===== config.mk =====
export PLATFORM = sky130hd
export DESIGN_NAME = miller_rabin_prime_test_core
export DESIGN_NICKNAME = d
export VERILOG_FILES = /design/src/rtl/mrpt_pkg.sv /design/src/rtl/mrpt_dp.sv /design/src/rtl/mrpt_ctrl.sv /design/src/rtl/miller_rabin_prime_test_core.sv
export SDC_FILE = /design/constraint.sdc
export NUM_CORES = 1
export LEC_CHECK = 0
export BUFFER_PORTS_ARGS = -buffer_cell sky130_fd_sc_hd__buf_2
export CORE_MARGIN = 1.5
export CORE_UTILIZATION = 55
export DETAILED_ROUTE_END_ITERATION = 6
export PLACE_DENSITY = 0.75
export SLEW_MARGIN = 20
export SYNTH_ARGS = -nofsm -noshare
export SYNTH_HDL_FRONTEND = slang
export SYNTH_SLANG_ARGS = --single-unit

===== constraint.sdc =====
create_clock -name i_clk -period 4.9 [get_ports i_clk]
set_input_delay 0.98 -clock i_clk [delete_from_list [all_inputs] [get_ports i_clk]]
set_output_delay 0.98 -clock i_clk [all_outputs]
set_load 0.1 [all_outputs]

===== src/rtl/mrpt_pkg.sv =====
// ============================================================================
// mrpt_pkg
// Shared widths, command and status types and a modular addition helper for the
// Miller-Rabin prime test core.
// ============================================================================
package mrpt_pkg;

    // Arithmetic width of the candidate inside the core.
    localparam int WIDTH = 32;
    // Width of the candidate and witness fields on the input stream.
    localparam int IN_W = 32;
    // Counter that walks the witness bits during the reduction.
    localparam int DIV_CNT_W = $clog2(IN_W + 1);
    // Counter for the power of two in n-1 (at most WIDTH-1).
    localparam int R_W = $clog2(WIDTH);

    // Operand pair loaded into the modular multiplier.
    typedef enum logic [1:0] {
        MS_ACC_BASE,
        MS_BASE_BASE,
        MS_ACC_ACC
    } t_mul_sel;

    typedef struct packed {
        logic     load;      // latch candidate and witness, start setup
        logic     d_shift;   // strip one factor of two from d
        logic     div_step;  // one bit of the witness reduction
        logic     pow_init;  // acc = 1, base = reduced witness, e = d
        logic     mul_start; // load multiplier operands
        t_mul_sel mul_sel;
        logic     mul_step;  // one shift-and-add step
        logic     wr_acc;    // product to accumulator
        logic     wr_base;   // product to base
        logic     e_shift;   // next exponent bit
        logic     j_inc;     // count one squaring
    } t_dp_cmd;

    typedef struct packed {
        logic n_le1;
        logic n_le3;
        logic n_even;
        logic d_odd;
        logic div_done;
        logic a_trivial;
        logic e_zero;
        logic e_lsb;
        logic mul_done;
        logic x_is1;
        logic x_isnm1;
        logic j_lt_r;
    } t_dp_sts;

    // (x + y) mod m for x, y < m.
    function automatic logic [WIDTH-1:0] add_mod(
        input logic [WIDTH-1:0] x,
        input logic [WIDTH-1:0] y,
        input logic [WIDTH-1:0] m
    );
        logic [WIDTH:0] s;
        s = {1'b0, x} + {1'b0, y};
        if (s >= {1'b0, m}) begin
            s = s - {1'b0, m};
        end
        return s[WIDTH-1:0];
    endfunction

endpackage


===== src/rtl/mrpt_dp.sv =====
// ============================================================================
// mrpt_dp
// Datapath: candidate decomposition, bit-serial witness reduction and a
// shift-and-add modular multiplier shared by exponentiation and squaring.
// ============================================================================
module mrpt_dp import mrpt_pkg::*; (
    input  logic            i_clk,
    input  logic [IN_W-1:0] i_candidate_number,
    input  logic [IN_W-1:0] i_witness_base,
    input  t_dp_cmd         i_cmd,
    output t_dp_sts         o_sts
);

    logic [WIDTH-1:0]     r_n, r_nm1, r_d, r_rem, r_acc, r_base, r_e;
    logic [WIDTH-1:0]     r_ma, r_mb, r_mp;
    logic [IN_W-1:0]      r_w;
    logic [DIV_CNT_W-1:0] r_div_cnt;
    logic [R_W-1:0]       r_r, r_j;

    logic [WIDTH:0]       div_t;
    logic [WIDTH:0]       div_r;
    logic [WIDTH-1:0]     n_cand;

    assign n_cand = WIDTH'(i_candidate_number);

    // Restoring reduction step: the partial remainder stays below n.
    always_comb begin
        div_t = {r_rem, r_w[IN_W-1]};
        div_r = (div_t >= {1'b0, r_n}) ? div_t - {1'b0, r_n} : div_t;
    end

    always_ff @(posedge i_clk) begin
        if (i_cmd.load) begin
            r_n       <= n_cand;
            r_nm1     <= n_cand - WIDTH'(1);
            r_d       <= n_cand - WIDTH'(1);
            r_r       <= '0;
            r_w       <= i_witness_base;
            r_rem     <= '0;
            r_div_cnt <= '0;
        end
        if (i_cmd.d_shift) begin
            r_d <= r_d >> 1;
            r_r <= r_r + R_W'(1);
        end
        if (i_cmd.div_step) begin
            r_rem     <= div_r[WIDTH-1:0];
            r_w       <= r_w << 1;
            r_div_cnt <= r_div_cnt + DIV_CNT_W'(1);
        end
        if (i_cmd.pow_init) begin
            r_acc  <= WIDTH'(1);
            r_base <= r_rem;
            r_e    <= r_d;
            r_j    <= R_W'(1);
        end
        if (i_cmd.mul_start) begin
            r_mp <= '0;
            case (i_cmd.mul_sel)
                MS_ACC_BASE: begin
                    r_ma <= r_acc;
                    r_mb <= r_base;
                end
                MS_BASE_BASE: begin
                    r_ma <= r_base;
                    r_mb <= r_base;
                end
                MS_ACC_ACC: begin
                    r_ma <= r_acc;
                    r_mb <= r_acc;
                end
                default: begin
                    r_ma <= r_acc;
                    r_mb <= r_acc;
                end
            endcase
        end
        if (i_cmd.mul_step) begin
            if (r_mb[0]) begin
                r_mp <= add_mod(r_mp, r_ma, r_n);
            end
            r_ma <= add_mod(r_ma, r_ma, r_n);
            r_mb <= r_mb >> 1;
        end
        if (i_cmd.wr_acc) begin
            r_acc <= r_mp;
        end
        if (i_cmd.wr_base) begin
            r_base <= r_mp;
        end
        if (i_cmd.e_shift) begin
            r_e <= r_e >> 1;
        end
        if (i_cmd.j_inc) begin
            r_j <= r_j + R_W'(1);
        end
    end

    always_comb begin
        o_sts.n_le1     = (r_n <= WIDTH'(1));
        o_sts.n_le3     = (r_n <= WIDTH'(3));
        o_sts.n_even    = ~r_n[0];
        o_sts.d_odd     = r_d[0];
        o_sts.div_done  = (r_div_cnt == DIV_CNT_W'(IN_W));
        o_sts.a_trivial = (r_rem <= WIDTH'(1)) || (r_rem == r_nm1);
        o_sts.e_zero    = (r_e == '0);
        o_sts.e_lsb     = r_e[0];
        o_sts.mul_done  = (r_mb == '0);
        o_sts.x_is1     = (r_acc == WIDTH'(1));
        o_sts.x_isnm1   = (r_acc == r_nm1);
        o_sts.j_lt_r    = (r_j < r_r);
    end

endmodule


===== src/rtl/mrpt_ctrl.sv =====
// ============================================================================
// mrpt_ctrl
// Sequencer for one witness round, the running pass flag and the verdict
// output register.
// ============================================================================
module mrpt_ctrl import mrpt_pkg::*; (
    input  logic    i_clk,
    input  logic    i_rst_n,
    input  logic    i_s_tvalid,
    input  logic    i_s_tlast,
    output logic    o_s_tready,
    output logic    o_m_tvalid,
    input  logic    i_m_tready,
    output logic    o_probably_prime,
    output t_dp_cmd o_cmd,
    input  t_dp_sts i_sts
);

    typedef enum logic [3:0] {
        S_IDLE,
        S_CLASS,
        S_SHIFT,
        S_DIV,
        S_CHKA,
        S_POW,
        S_MUL_A,
        S_MUL_B,
        S_TEST_X,
        S_SQ,
        S_MUL_X,
        S_SQ_CHK,
        S_FINISH
    } t_state;

    t_state r_state, n_state;
    logic   r_item_ok, n_item_ok;
    logic   r_last, r_all_passed, n_all_passed;
    logic   r_m_tvalid, n_m_tvalid;
    logic   r_prime, n_prime;
    logic   s_accept;

    assign o_s_tready       = (r_state == S_IDLE);
    assign s_accept         = i_s_tvalid && o_s_tready;
    assign o_m_tvalid       = r_m_tvalid;
    assign o_probably_prime = r_prime;

    always_comb begin
        n_state      = r_state;
        n_item_ok    = r_item_ok;
        n_all_passed = r_all_passed;
        n_prime      = r_prime;
        n_m_tvalid   = r_m_tvalid && !i_m_tready;
        o_cmd        = '0;
        o_cmd.mul_sel = MS_ACC_ACC;
        case (r_state)
            S_IDLE: begin
                if (s_accept) begin
                    o_cmd.load = 1'b1;
                    n_state    = S_CLASS;
                end
            end
            S_CLASS: begin
                if (i_sts.n_le1) begin
                    n_item_ok = 1'b0;
                    n_state   = S_FINISH;
                end else if (i_sts.n_le3) begin
                    n_item_ok = 1'b1;
                    n_state   = S_FINISH;
                end else if (i_sts.n_even) begin
                    n_item_ok = 1'b0;
                    n_state   = S_FINISH;
                end else begin
                    n_state = S_SHIFT;
                end
            end
            S_SHIFT: begin
                if (i_sts.d_odd) begin
                    n_state = S_DIV;
                end else begin
                    o_cmd.d_shift = 1'b1;
                end
            end
            S_DIV: begin
                if (i_sts.div_done) begin
                    n_state = S_CHKA;
                end else begin
                    o_cmd.div_step = 1'b1;
                end
            end
            S_CHKA: begin
                if (i_sts.a_trivial) begin
                    n_item_ok = 1'b1;
                    n_state   = S_FINISH;
                end else begin
                    o_cmd.pow_init = 1'b1;
                    n_state        = S_POW;
                end
            end
            S_POW: begin
                if (i_sts.e_zero) begin
                    n_state = S_TEST_X;
                end else if (i_sts.e_lsb) begin
                    o_cmd.mul_start = 1'b1;
                    o_cmd.mul_sel   = MS_ACC_BASE;
                    n_state         = S_MUL_A;
                end else begin
                    o_cmd.mul_start = 1'b1;
                    o_cmd.mul_sel   = MS_BASE_BASE;
                    n_state         = S_MUL_B;
                end
            end
            S_MUL_A: begin
                if (i_sts.mul_done) begin
                    o_cmd.wr_acc    = 1'b1;
                    o_cmd.mul_start = 1'b1;
                    o_cmd.mul_sel   = MS_BASE_BASE;
                    n_state         = S_MUL_B;
                end else begin
                    o_cmd.mul_step = 1'b1;
                end
            end
            S_MUL_B: begin
                if (i_sts.mul_done) begin
                    o_cmd.wr_base = 1'b1;
                    o_cmd.e_shift = 1'b1;
                    n_state       = S_POW;
                end else begin
                    o_cmd.mul_step = 1'b1;
                end
            end
            S_TEST_X: begin
                if (i_sts.x_is1 || i_sts.x_isnm1) begin
                    n_item_ok = 1'b1;
                    n_state   = S_FINISH;
                end else begin
                    n_state = S_SQ;
                end
            end
            S_SQ: begin
                if (!i_sts.j_lt_r) begin
                    n_item_ok = 1'b0;
                    n_state   = S_FINISH;
                end else begin
                    o_cmd.mul_start = 1'b1;
                    o_cmd.mul_sel   = MS_ACC_ACC;
                    n_state         = S_MUL_X;
                end
            end
            S_MUL_X: begin
                if (i_sts.mul_done) begin
                    o_cmd.wr_acc = 1'b1;
                    o_cmd.j_inc  = 1'b1;
                    n_state      = S_SQ_CHK;
                end else begin
                    o_cmd.mul_step = 1'b1;
                end
            end
            S_SQ_CHK: begin
                if (i_sts.x_isnm1) begin
                    n_item_ok = 1'b1;
                    n_state   = S_FINISH;
                end else begin
                    n_state = S_SQ;
                end
            end
            S_FINISH: begin
                if (!r_last) begin
                    n_all_passed = r_all_passed && r_item_ok;
                    n_state      = S_IDLE;
                end else if (!r_m_tvalid || i_m_tready) begin
                    // The verdict waits here only while an earlier one
                    // is still held in the output register.
                    n_prime      = r_all_passed && r_item_ok;
                    n_m_tvalid   = 1'b1;
                    n_all_passed = 1'b1;
                    n_state      = S_IDLE;
                end
            end
            default: begin
                n_state = S_IDLE;
            end
        endcase
    end

    always_ff @(posedge i_clk) begin
        if (!i_rst_n) begin
            r_state      <= S_IDLE;
            r_all_passed <= 1'b1;
            r_m_tvalid   <= 1'b0;
        end else begin
            r_state      <= n_state;
            r_all_passed <= n_all_passed;
            r_m_tvalid   <= n_m_tvalid;
        end
        r_item_ok <= n_item_ok;
        r_prime   <= n_prime;
        if (s_accept) begin
            r_last <= i_s_tlast;
        end
    end

endmodule


===== src/rtl/miller_rabin_prime_test_core.sv =====
// ============================================================================
// miller_rabin_prime_test_core
// Miller-Rabin primality test over runs of witness requests, one verdict per
// run, built as a sequencer driving a bit-serial modular datapath.
// ============================================================================
//
// Channel   Dir  Handshake                 Contents
// s         in   i_s_tvalid / o_s_tready   candidate, witness; tlast = last witness
// m         out  o_m_tvalid / i_m_tready   verdict: probably prime
//
// A request ends early under the small-candidate rules; otherwise the core
// strips the factors of two from n-1, reduces the witness bit by bit, runs
// the exponentiation over the bits of d and then the extra squarings. Every
// modular product runs one bit per cycle through the single shift-and-add
// multiplier.
// Reset is synchronous and active low; it empties the output register and
// sets the running pass flag again. A new request is taken while a verdict
// still waits in the output register; only a second verdict stalls until the
// first one has been taken.
//
module miller_rabin_prime_test_core import mrpt_pkg::*; (
    input  logic                  i_clk,
    input  logic                  i_rst_n,
    // Slave side.
    input  logic                  i_s_tvalid,
    output logic                  o_s_tready,
    // tdata: [31:0] candidate_number, [63:32] witness_base
    input  logic [2*IN_W-1:0]     i_s_tdata,
    input  logic                  i_s_tlast,
    // Master side.
    output logic                  o_m_tvalid,
    input  logic                  i_m_tready,
    // tdata: [0] probably_prime, [7:1] zero
    output logic [7:0]            o_m_tdata
);

    t_dp_cmd cmd;
    t_dp_sts sts;
    logic    probably_prime;

    // The sequencer owns the pass flag, the handshakes and the verdict
    // register; the datapath only follows its commands.
    mrpt_ctrl u_ctrl (
        .i_clk            (i_clk),
        .i_rst_n          (i_rst_n),
        .i_s_tvalid       (i_s_tvalid),
        .i_s_tlast        (i_s_tlast),
        .o_s_tready       (o_s_tready),
        .o_m_tvalid       (o_m_tvalid),
        .i_m_tready       (i_m_tready),
        .o_probably_prime (probably_prime),
        .o_cmd            (cmd),
        .i_sts            (sts)
    );

    // The datapath latches the request fields when the sequencer loads them.
    mrpt_dp u_dp (
        .i_clk              (i_clk),
        .i_candidate_number (i_s_tdata[IN_W-1:0]),
        .i_witness_base     (i_s_tdata[2*IN_W-1:IN_W]),
        .i_cmd              (cmd),
        .o_sts              (sts)
    );

    assign o_m_tdata = {7'b0, probably_prime};

    // A request is only taken while the sequencer is idle, so the cycle after
    // an accept must never show ready.
    a_busy_after_accept: assert property (@(posedge i_clk) disable iff (!i_rst_n)
        (i_s_tvalid && o_s_tready) |=> !o_s_tready)
        else $error("core ready again right after accepting a request");

    // The multiplier is stepped only while multiplier bits remain.
    a_mul_step_live: assert property (@(posedge i_clk) disable iff (!i_rst_n)
        cmd.mul_step |-> !sts.mul_done)
        else $error("multiplier stepped after finishing");

    // The reduction is stepped only while witness bits remain.
    a_div_step_live: assert property (@(posedge i_clk) disable iff (!i_rst_n)
        cmd.div_step |-> !sts.div_done)
        else $error("reduction stepped after finishing");

    // Loading the datapath happens exactly on an accepted request.
    a_load_on_accept: assert property (@(posedge i_clk) disable iff (!i_rst_n)
        cmd.load == (i_s_tvalid && o_s_tready))
        else $error("datapath load out of step with the input handshake");

endmodule

==> results.ini, run 1 <==
[yosys]
yosys_warnings=0
synth_ff_type=edfxtp_1
synth_seq_cells=377
synth_cell_types=87
synth_edf_count=335
async_flop_share=0
avgSynthCellArea_um2=10.32
yosysSeqAreaShare=0.4502
syn-cell-area_um2=24210
netlist_instances=2347

[global_routing]
grt_pass1_vias=18240
grt.total_usage=0.3109
grt_max_degree=107
grt_pass1_wl_mm=106.0
grt_remaining_overflow=0
antenna_found_initial=2

[clocking]
cts_tree=yes
cts_buffers=41
clock_path_buffers=3
htree_levels=2
clock_latency_ns=0.59
cts-root-buf=clkbuf_16
cts_sinks=377
clk_pin_slew_ns=0.06
ctsHoldBuffers=0

[timing]
slew_headroom=0.3548
maxSlewViolCount=0
rsz0062_at_grt=yes
setup_tns_ns=0
hold_violations=0
worst_slew_pin_slew_ns=0.9677
worst_hold_slack_ns=0.4670
max_freq_ghz=0.2085
min_period_ns=4.797
setup_viol=0
period_share=0.9790
fin_skew_ns=0.03991
setup_ws_ns=0.1030

[setup_path]
ff2ff_path_depth=23
worst_path_most_repeated_cell=buf_12
cp-start-kind=flop
worst_ep_required_time_ns=5.35
worstReg2RegStart=u_dp.r_ma[0]$_DFFE_PP_
reg2reg_to=u_dp.r_mp[25]$_DFF_P_
worstSetupStartpoint=u_dp.r_ma[0]$_DFFE_PP_
cpMaxStageDelayCell=or3_4
crit_path_end=u_dp.r_mp[25]$_DFF_P_
r2r_slack_ns=0.10
crit_chain=ha_2, fa_2, a211oi_2, o211a_1, a2111oi_4, nor3_2, o21ai_2, a21boi_2, o21a_1, xnor2_1, ha_1, and3_1, nand2_1, or3_4, o22ai_4, nor4b_4, o211ai_2, a41oi_4, buf_12, buf_12, nand2_4, inv_2, a221o_1
critPathMaxStageDelay_ns=0.43
crit_arrival_ns=5.25
crit_path_end_kind=flop
crit_fanout=10
crit_type=reg2reg

[finish]
layout_commonest_cell=edfxtp_1
nNetsFinal=2672
diodes=0
layout_common_cells=335 x edfxtp_1, 200 x nor2_1, 167 x a21oi_1
area_growth_pct=13.58
utilization=0.6355
drive_gt1_frac=0.1601

[route]
wire_per_inst_um=22.99
route.vias.total=19240
wl_met1_mm=30.01
wl_met2_mm=32.03
drt_first_pass_iters=6
top_layer=met5
drtIter0Drc=1968
routed_wl_mm=70.75
drc=0
viasPerCell=6.253
routed-wl-met3_mm=5.710
ant_nets=0

[floorplan]
dieArea_um2=45290
start_util=0.5596
die_h_um=212.8
ioPinCount=79
core_area_um2=43270
rows=76
dieWidth_um=212.8

[place]
hpwl_mm=53.04
place_congestion=1.056
place_ws_ns=-0.1117
port_buffers=71

[status]
status=finished clean

[worst_hold_path]
hp-class=reg2reg

[power]
power_density_nw_per_um2=690.3
p_leak_nw=10.61
peakVddDrop_v=0.0004980

[run]
drv_cap=0

cell usage after synthesis, drive strengths merged, types with 7 or more instances:
cell type  instances  area, um^2
a21o              48       360.4
a211oi            42       320.3
xnor2            150        1314
o21a              15       112.6
dfxtp             42       840.8
and3              10       62.56
o311ai             7       61.31
clkbuf            64       241.5
xor2              61       534.3
a31oi             20       125.1
a21oi            176       888.4
mux2i             80       800.8
edfxtp           335       10060
o211ai            12       100.1
nor3              42       215.2
nand2            162       608.1
nand2b            24       150.1
and2              40       250.2
nor4              52       331.6
o21ai            133       669.4
nand3             47       235.2
inv               73       274.0
or2               19       118.9
o31ai             10       75.07
ha               137        1714
mux2              92        1036
nand4             43       269.0
nor2b             29       181.4
nor2             204       768.2
or3               14       87.58
o21bai            15       112.6
buf               35       210.2
a22o              32       280.3
cell type report:
type	count	area (um^2)
multi-input combinational	1803	13000
timing repair buffer	165	1249
fill	3439	15770
inverter	74	279.0
tap	585	732.0
clock inverter	19	221.5
sequential	377	10900
clock buffer	54	1117
worst min-delay path by stage:
| stage | cells past startpoint | to | from | slack, ns |
|---|---|---|---|---|
| after floorplan | 2 | u_dp.r_w[0]$_SDFFE_PP0P_ | u_dp.r_w[0]$_SDFFE_PP0P_ | 0.44 |
| after global placement | 2 | u_dp.r_w[0]$_SDFFE_PP0P_ | u_dp.r_w[0]$_SDFFE_PP0P_ | 0.45 |
| after detailed placement | 2 | u_dp.r_w[0]$_SDFFE_PP0P_ | u_dp.r_w[0]$_SDFFE_PP0P_ | 0.46 |
| after CTS | 2 | u_dp.r_w[0]$_SDFFE_PP0P_ | u_dp.r_w[0]$_SDFFE_PP0P_ | 0.47 |
| after global routing | 2 | u_dp.r_w[0]$_SDFFE_PP0P_ | u_dp.r_w[0]$_SDFFE_PP0P_ | 0.50 |
| final | 2 | u_dp.r_w[0]$_SDFFE_PP0P_ | u_dp.r_w[0]$_SDFFE_PP0P_ | 0.47 |
metal layers:
layer  up-vias  global-route usage
li1       8983                   -
met1      9262              0.4276
met2       848              0.4912
met3       145             0.04971
met4         2              0.1274
met5         -                   0
where the power goes:
part           internal [mW]  switching [mW]  leakage (nW)
Combinational           4.33            5.77          6.48
Clock                   1.87            1.29         0.651
Sequential              4.79           0.931          3.48
Total                   11.0            8.00          10.6
registers in the layout, summed over array words and instances, names as in the netlist, 4 cells and up:
signal	count
u_ctrl.r_state	4
u_dp.r_acc	32
u_dp.r_base	32
u_dp.r_d	32
u_dp.r_div_cnt	6
u_dp.r_e	32
u_dp.r_j	5
u_dp.r_ma	32
u_dp.r_mb	32
u_dp.r_mp	32
u_dp.r_n	32
u_dp.r_nm1	32
u_dp.r_r	5
u_dp.r_rem	32
u_dp.r_w	32
metrics by stage:
stage               cell area [um^2]  cells  total power [mW]
floorplan                      24240   2353             12.22
global placement               25570   2983             14.64
detailed placement             25570   2983             14.80
CTS                            27060   3063             18.34
global route                   27500   3077             20.08
finish                         27500   3077             18.98
kinds of logic after synthesis:
family / count (synthesis) / synth area share
other: 1 / 0.0001549
xor gates and xnor gates: 211 / 0.07633
adders and majority gates: 141 / 0.07411
buffers and inverters: 173 / 0.03013
and+or+nand+nor: 708 / 0.1438
muxes: 172 / 0.07587
DFF: 377 / 0.4502
AOI/OAI and AO/OA: 564 / 0.1494
critical path: cells and delay by family, from the launching register on:
kind,cells,cell delay [ns]
buffers and inverters,3,0.37
xor gates and xnor gates,1,0.11
and+or+nand+nor,6,1.03
DFF,1,0.41
adders and majority gates,3,0.91
AOI/OAI and AO/OA,10,1.86
timing repair:
item | in CTS | in global routing
endpoints found under the setup margin | 29 | 32
setup buffers | 6 | 11
gates resized for setup | 19 | 48
pin swaps | 13 | 36
cloned | 1 | 2
Note: power is estimated with default switching activity, not from simulation.
==> inputs of run 2 (changes only) <==
CORE_ASPECT_RATIO = 1.5   (was unset)
==> run 2 against run 1 <==
Die area about the same. Hold slack gained 0.010 ns. Global-route usage up 1.3 points. Final cell count grew 0.32%. Power barely moved. Register-to-register slack is essentially flat. Sequential power down 0.7%. Via count up 1.3%. Combinational power is essentially flat. Largest power group unchanged.
==> results.ini, run 2 (synthesis gave the netlist of run 1 again) <==
[status]
status=finished clean

[finish]
diodes=0  ; unchanged
utilization=0.6329  ; -0.002691
fin_cells=3087  ; +0.32%
area_growth_pct=14.06
drive_gt1_frac=0.1784  ; +0.01830
nNetsFinal=2696  ; +0.90%
layout_commonest_cell=edfxtp_1
layout_common_cells=335 x edfxtp_1, 200 x nor2_1, 161 x a21oi_1

[timing]
setup_viol=0  ; unchanged
fin_skew_ns=0.02838  ; -0.01152 ns
slew_headroom=0.2611  ; -0.09376
period_share=0.9798  ; about the same
worst_slew_pin_slew_ns=1.098  ; +0.1305 ns
maxSlewViolCount=0  ; unchanged
min_period_ns=4.801  ; +0.003915 ns
max_freq_ghz=0.2083  ; about the same
hold_violations=0  ; unchanged
setup_ws_ns=0.09909  ; -0.003915 ns
setup_tns_ns=0  ; unchanged
rsz0062_at_grt=yes

[route]
drt_first_pass_iters=5  ; -1
ant_nets=0  ; unchanged
routed_wl_mm=73.82  ; +4.3%
route.vias.total=19490  ; +1.3%
drtIter0Drc=1590  ; -19%
wire_per_inst_um=23.91  ; +4.0%
viasPerCell=6.313  ; +0.96%
drc=0  ; unchanged

[clocking]
ctsHoldBuffers=0  ; unchanged
cts-root-buf=clkbuf_16
clock_latency_ns=0.55  ; -0.04 ns
cts_sinks=377  ; unchanged
cts_buffers=36  ; -12%
clk_pin_slew_ns=0.07  ; about the same
clock_path_buffers=3  ; unchanged
cts_tree=yes
htree_levels=2  ; unchanged

[run]
drv_cap=0  ; unchanged

[place]
hpwl_mm=55.93  ; +5.4%
port_buffers=71  ; unchanged
place_ws_ns=-0.1273  ; -0.01561 ns
place_congestion=1.037  ; -1.8%
placedCellCount=3003  ; +0.67%

[setup_path]
worstReg2RegStart=u_dp.r_ma[10]$_DFFE_PP_
critical_path.top_delay_family=compound AO/OA/AOI/OAI gates
crit_chain=ha_1, nand4_1, nor4_2, or2_4, or2_4, a31oi_4, buf_4, buf_4, xnor2_1, ha_1, a21o_1, a221o_1, o31ai_2, a31oi_2, and4_1, o21a_1, o21ai_2, a21oi_2, xor2_1, mux2i_1, o21ai_1
ff2ff_path_depth=21  ; -8.7%
reg2reg_to=u_dp.r_mp[28]$_DFF_P_
crit_type=reg2reg
crit_path_end_kind=flop
worst-path-stages=21  ; -8.7%
path_buf_inv=2  ; -1
cp-start-kind=flop
crit_arrival_ns=5.21  ; -0.04 ns
critPathMaxStageDelay_ns=0.41  ; -0.02 ns
worst_ep_required_time_ns=5.31  ; -0.04 ns
worstSetupStartpoint=u_dp.r_ma[10]$_DFFE_PP_
r2r_slack_ns=0.1  ; about the same
crit_fanout=6  ; -4
cpMaxStageDelayCell=edfxtp_1

[worst_hold_path]
min_to=u_dp.r_w[0]$_SDFFE_PP0P_
hp-class=reg2reg
hold_path_startpoint=u_dp.r_w[0]$_SDFFE_PP0P_
min_path_cells=2  ; unchanged

[floorplan]
ioPinCount=79  ; unchanged
core_area_um2=43630  ; +0.85%
start_util=0.5549  ; -0.004717
dieArea_um2=45310  ; about the same
die_h_um=260.0  ; +22%
rows=94  ; +24%
dieWidth_um=174.3  ; -18%

[global_routing]
grt_pass1_wl_mm=111.5  ; +5.2%
grt_max_degree=72  ; -33%
antenna_found_initial=1  ; -1
grt.total_usage=0.3235  ; +0.01252
grt_pass1_vias=19520  ; +7.0%
grt_remaining_overflow=0  ; unchanged

[power]
p_leak_nw=10.67  ; +0.63%
power_density_nw_per_um2=686.7  ; -0.52%
peakVddDrop_v=0.0004177  ; -16%

run 2: what timing repair did:
item,4_1_cts,5_1_grt
setup buffers,11,13
resized for setup,24,66
cloned,1,0
setup endpoints to repair,31,32
pin swaps,17,55
run 2: area by class of cell:
type | instances | area (um^2)
clock buffers | 39 | 954.7
clock inverters | 24 | 241.5
fillers | 3451 | 16020
inverters | 74 | 279.0
multi-input cells | 1803 | 13140
flip-flops and latches | 377 | 10900
well taps | 576 | 720.7
repair buffers | 194 | 1376
run 2: worst max-delay path by stage:
stage | slack, ns | end
floorplan | 0.03 | u_dp.r_mp[25]$_DFF_P_
detailed placement | -0.13 | u_dp.r_mp[28]$_DFF_P_
finish | 0.1 | u_dp.r_mp[28]$_DFF_P_
global placement | -0.09 | u_dp.r_mp[22]$_DFF_P_
CTS | -0.005 | u_dp.r_mp[23]$_DFF_P_
global route | -0.12 | u_dp.r_mp[28]$_DFF_P_
run 2: tightest hold or removal path, stage by stage, from the launching register on:
cell and delay (ns):
dfxtp_1 0.32, nand2_1 0.06, a21oi_1 0.05
run 2: routing by layer:
layer  global-route usage  routed length [um]
met1               0.3670               27630
met2               0.5680               36660
met3              0.03713                3845
met4               0.2268                5687
met5                    0                   0
run 2: power by group:
group          internal (mW)  total (mW)  switching [mW]
combinational           4.37        10.4            6.01
sequential              4.79        5.68           0.892
clock                   1.63        2.91            1.28
total                   10.8        19.0            8.18
run 2: per-stage QoR:
step	total power [mW]	hold slack [ns]	area, um^2
floorplan	12.22	0.4360	24240
global placement	14.86	0.4492	25750
detailed placement	15.09	0.4541	25750
CTS	18.36	0.4760	27180
global route	19.99	0.5012	27610
finish	18.96	0.4773	27610
